## src/rtl/tmtt_pkg.sv

```systemverilog
// Package for the tempo map tick-to-time block.
// Holds request and response structs, segment entry type, codes and reset values.
// Depends on nothing; imported by every module of the block.
`default_nettype none

package tmtt_pkg;

	localparam int REQ_W    = 2;
	localparam int TICK_W   = 32;
	localparam int TEMPO_W  = 24;
	localparam int TIME_W   = 56;
	localparam int PPQN_W   = 15;
	localparam int SEG_W    = 6;
	localparam int STATUS_W = 2;
	localparam int CFG_W    = 24;
	localparam int CFG_IDX_W = 1;

	localparam logic [TIME_W-1:0] TIME_MAX = {TIME_W{1'b1}};

	// request kinds
	localparam logic [REQ_W-1:0] REQ_CLEAR   = 2'd0;
	localparam logic [REQ_W-1:0] REQ_APPEND  = 2'd1;
	localparam logic [REQ_W-1:0] REQ_REWIND  = 2'd2;
	localparam logic [REQ_W-1:0] REQ_CONVERT = 2'd3;

	// response status
	localparam logic [STATUS_W-1:0] STAT_OK    = 2'd0;
	localparam logic [STATUS_W-1:0] STAT_FULL  = 2'd1;
	localparam logic [STATUS_W-1:0] STAT_ORDER = 2'd2;

	// configuration register indexes
	localparam logic [CFG_IDX_W-1:0] CFG_PPQN          = 1'b0;
	localparam logic [CFG_IDX_W-1:0] CFG_DEFAULT_TEMPO = 1'b1;

	localparam logic [PPQN_W-1:0]  PPQN_RST  = 15'd96;
	localparam logic [TEMPO_W-1:0] TEMPO_RST = 24'd500000;

	typedef struct packed {
		logic [REQ_W-1:0]   req_type;
		logic [TICK_W-1:0]  tick;
		logic [TEMPO_W-1:0] new_tempo;
	} req_t;

	typedef struct packed {
		logic [TIME_W-1:0]   time_us;
		logic [SEG_W-1:0]    segment;
		logic [STATUS_W-1:0] status;
	} rsp_t;

	typedef struct packed {
		logic [TICK_W-1:0]  tick;
		logic [TIME_W-1:0]  time_us;
		logic [TEMPO_W-1:0] tempo;
	} seg_t;

	// command into the multiply-divide unit
	typedef struct packed {
		logic               start;
		logic [TICK_W-1:0]  ticks;
		logic [TEMPO_W-1:0] tempo;
	} md_cmd_t;

endpackage

`default_nettype wire

```

## src/rtl/tmtt_muldiv.sv

```systemverilog
// Multiply-divide unit: floor(ticks * tempo / ppqn), ppqn of zero taken as one.
// One registered 32x24 multiply, then a restoring divider retiring 4 bits a cycle.
// Depends on tmtt_pkg.
`default_nettype none

module tmtt_muldiv (
	input  wire                            clk,
	input  wire                            arst_n,
	input  tmtt_pkg::md_cmd_t              cmd,
	input  wire  [tmtt_pkg::PPQN_W-1:0]    ppqn,
	output logic                           done,
	output logic [tmtt_pkg::TIME_W-1:0]    quotient
);
	import tmtt_pkg::*;

	localparam int RB    = 4;
	localparam int STEPS = TIME_W / RB;
	localparam int CNT_W = $clog2(STEPS + 1);

	logic [TIME_W-1:0] quo_q;
	logic [PPQN_W-1:0] rem_q;
	logic [PPQN_W-1:0] dvsr_q;
	logic [CNT_W-1:0]  cnt_q;
	logic              busy_q;
	logic              done_q;

	logic [TIME_W-1:0] quo_nxt;
	logic [PPQN_W-1:0] rem_nxt;

	// retire RB quotient bits, most significant first
	always_comb begin
		logic [PPQN_W:0] r;
		logic [RB-1:0]   qb;
		r  = {1'b0, rem_q};
		qb = '0;
		for (int k = 0; k < RB; k++) begin
			r = {r[PPQN_W-1:0], quo_q[TIME_W-1-k]};
			if (r >= {1'b0, dvsr_q}) begin
				r = r - {1'b0, dvsr_q};
				qb[RB-1-k] = 1'b1;
			end
		end
		rem_nxt = r[PPQN_W-1:0];
		quo_nxt = {quo_q[TIME_W-RB-1:0], qb};
	end

	always_ff @(posedge clk or negedge arst_n) begin
		if (!arst_n) begin
			busy_q <= 1'b0;
			done_q <= 1'b0;
			cnt_q  <= '0;
			quo_q  <= '0;
			rem_q  <= '0;
			dvsr_q <= '0;
		end else begin
			done_q <= busy_q && (cnt_q == CNT_W'(1));
			if (cmd.start) begin
				quo_q  <= TIME_W'(cmd.ticks) * TIME_W'(cmd.tempo);
				rem_q  <= '0;
				dvsr_q <= (ppqn == '0) ? PPQN_W'(1) : ppqn;
				cnt_q  <= CNT_W'(STEPS);
				busy_q <= 1'b1;
			end else if (busy_q) begin
				quo_q <= quo_nxt;
				rem_q <= rem_nxt;
				cnt_q <= cnt_q - CNT_W'(1);
				if (cnt_q == CNT_W'(1)) begin
					busy_q <= 1'b0;
				end
			end
		end
	end

	assign done     = done_q;
	assign quotient = quo_q;

endmodule

`default_nettype wire

```

## config.mk

```make
export PLATFORM = sky130hd
export DESIGN_NAME = tmtt_muldiv
export DESIGN_NICKNAME = d
export VERILOG_FILES = /design/src/rtl/tmtt_pkg.sv /design/src/rtl/tmtt_muldiv.sv
export SDC_FILE = /design/constraint.sdc
export NUM_CORES = 2
export LEC_CHECK = 0
export BUFFER_PORTS_ARGS = -buffer_cell sky130_fd_sc_hd__buf_2
export CAP_MARGIN = 10
export CORE_ASPECT_RATIO = 1.2
export CORE_UTILIZATION = 45
export CTS_BUF_LIST = sky130_fd_sc_hd__clkbuf_8
export DETAILED_ROUTE_END_ITERATION = 6
export PLACE_DENSITY = 0.59
export SYNTH_ARGS = -nofsm -noshare
export SYNTH_HDL_FRONTEND = slang
export SYNTH_SLANG_ARGS = --single-unit
```

## constraint.sdc

```tcl
create_clock -name clk -period 22.3 [get_ports clk]
set_input_delay 1.115 -clock clk [delete_from_list [all_inputs] [get_ports clk]]
set_output_delay 1.115 -clock clk [all_outputs]
set_load 0.1 [all_outputs]
```

==> results.yml <==
run_status:
  outcome: "completed"
global_route:
  met2_usage_pct: 46.5
  overflow: 0
  grt_use_met1_pct: 34.8
  grt_max_degree: 90
  grt-busiest-layer: "met2"
  use_met3_pct: 2.53
  grt_pass1_wl_mm: 146
  grtUsageTotal_pct: 26.6
  antenna_found_initial: 1
  grt_pass1_vias: 26057
sta:
  grt_setup_unrepaired: "false"
  timing.final.crit_share_pct: 52.6
  worstMarginPinSlew_ns: 1.10
  clock_skew_ns: 0.0241
  finalHoldViolCount: 0
  drv_slew: 0
  fin_ws_ns: 10.56
  slew_headroom_pct: 26.4
  setup_viol: 0
  min_period_ns: 11.74
  fmaxAchievable_ghz: 0.0852
  setup_tns_ns: 0
setup_path:
  path_common_cell: "ha_1"
  cp.buffers_inverters: 1
  arrival_ns: 12.02
  max_stage_delay_ns: 0.91
  path_class: "flip-flop to flip-flop"
  r2r_cells: 36
  worstPathRequired_ns: 22.58
  critPathMaxFanout: 20
  end_kind: "flip-flop"
  cp.depth: 36
  setup.worst_path.start: "dvsr_q[0]$_DFFE_PN0P_"
  slowest_stage: "a211oi_4"
  r2r-start: "dvsr_q[0]$_DFFE_PN0P_"
  critPathLaunchType: "flip-flop"
  cp_top_family: "compound AO/OA/AOI/OAI gates"
placed_design:
  place.gp.congestion: 0.925
  io_buffers: 130
  place_ws_ns: 10.71
  hpwl_mm: 69.4
synth:
  syn_inst: 3588
  synthArstFlopShare_pct: 100
  yosys_warnings: 0
  avgSynthCellArea_sq_um: 8.80
  synth_seq_cells: 92
  synth_nets: 4568
  netlist_area_sq_mm: 0.0316
  yosysSeqAreaShare_pct: 7.29
  synthFlopType: "dfrtp_1"
  synth_cell_types: 81
  synth_edf_count: 0
routing:
  detail-route-antenna-nets: 0
  drc: 0
  drt_iter0_drc: 1350
  vias: 24264
  first_pass_iters: 6
  wire_per_inst_microns: 20.6
  totalWireLength_mm: 92.2
  viasPerCell: 5.41
final_layout:
  multiInputGateArea_sq_mm: 0.0260
  drive_gt1_share_pct: 5.56
  fin_util_pct: 47.4
  ff_latch_area_sq_mm: 0.00231
  fin_nets: 4536
  syn_to_final_growth_pct: 4.39
  nFillCells: 6811
die:
  dieArea_sq_mm: 0.0712
  die_w_microns: 244
  num_rows: 106
  io_pins: 131
  die_y_microns: 292
  initial_core_util_pct: 45.4
  fp.coreArea_sq_mm: 0.0695
cts:
  cts_setup_buffers: 0
  cts.reportedPaths.clkPinSlew_ns: 0.11
  cts_tree: "done"
  cts_hold_buf: 0
  cts.htree.levels: 3
  insertion_delay_ns: 0.42
  numClockSinks: 92
  clockBufferDepth: 2
  numCtsBuffers: 9
  cts_resized: 0
  cts-root-buf: "clkbuf_8"
hold_path:
  min_from: "cnt_q[3]$_DFFE_PN0P_"
  holdPathStages: 2
  hold_class: "flip-flop to flip-flop"
flow_run:
  cap_violations: 0
state kept, by name, indices dropped and copies added (netlist names):
| signal | count |
|---|---|
| busy_q | 1 |
| done | 1 |
| dvsr_q | 15 |
| rem_q | 15 |
| quotient | 56 |
| cnt_q | 4 |
cells in the mapped netlist (all sizes together) (5+ instances only):
library cell  count  area (sq um)
inv             680          2550
fa              662         13300
nand2           626          2350
and2            244          1530
ha              244          3050
clkbuf          168           631
nor2            113           424
o21ai           109           546
dfrtp            92          2300
a21oi            88           440
mux2i            70           701
xnor2            54           473
a21o             36           270
a211oi           35           273
mux2             27           304
nand3            26           135
nor3             26           130
nor2b            25           156
o21a             23           173
xor2             23           201
and3             22           138
nand2b           19           119
buf              14          82.6
o21bai           13          97.6
a31oi            12          75.1
nand4            11          68.8
o211ai           11          82.6
a31o              8          70.1
or3               8          50.1
a21boi            7          52.6
a2111oi           6          58.8
a211o             5          43.8
a41oi             5          43.8
nand3b            5          37.5
nor4              5          46.3
o22ai             5          37.5
o31a              5          43.8
layer usage:
metal | share of wire, % | routed length, microns
met5 | 0 | 0
met3 | 4.9 | 4510
met1 | 42 | 38900
met2 | 50 | 46400
met4 | 2.7 | 2450
worst reg2reg max path: cells and delay by family, from the launching register on:
family	cells	cell delay (ns)
buffers and inverters	1	0.06
DFF	1	0.47
and+or+nand+nor	9	2.63
muxes	3	1.24
adders and majority gates	5	1.65
AOI/OAI and AO/OA	18	5.57
worst paths after layout:
path / endpoint / slack (ns)
max in group asynchronous: busy_q$_DFF_PN0_ / 20.44
worst min register to register: cnt_q[3]$_DFFE_PN0P_ / 0.54
worst min-delay path: cnt_q[3]$_DFFE_PN0P_ / 0.54
worst max-delay path: rem_q[12]$_DFFE_PN0P_ / 10.56
min in group asynchronous: dvsr_q[2]$_DFFE_PN0P_ / 0.66
worst max register to register: rem_q[12]$_DFFE_PN0P_ / 10.56
logic make-up after synthesis:
logic type / share of synthesized area [%]
XOR/XNOR: 2.14
AND/OR/NAND/NOR: 16.8
adder cells (fa/ha/maj): 51.7
buffers and inverters: 10.3
flip-flops: 7.29
multiplexers: 3.18
AO/OA/AOI/OAI: 8.55
area by class of cell:
class,count,area share [%]
Multi-Input combinational cell,2634,78.9
Inverter,680,7.75
Sequential cell,92,7.00
Tap cell,918,3.49
Timing Repair Buffer,139,2.19
Clock buffer,11,0.459
Clock inverter,5,0.178
Antenna cell,2,0.0152
stage by stage:
stage | hold WS [ns] | cell area [sq um] | std cells
floorplan | 0.493 | 31600 | 3588
global placement | 0.518 | 32700 | 4463
detailed placement | 0.528 | 32700 | 4463
CTS | 0.551 | 32900 | 4479
global route | 0.588 | 32900 | 4480
finish | 0.542 | 33000 | 4481
cells in the final DEF, fill, tap and decap left out, types with 36 or more instances in the layout:
master	synthesis	final
mux2i_1	70	70
nand2_1	626	626
and2_1	243	243
ha_1	244	244
xnor2_1	54	54
buf_2	2	128
nor2_1	113	113
fa_1	662	662
inv_1	680	680
o21ai_0	102	102
a21o_1	36	36
dfrtp_1	92	91
a21oi_1	88	88
Power is not shown: default switching activity piles up to over one toggle a cycle in this logic, so the estimate is an artifact.
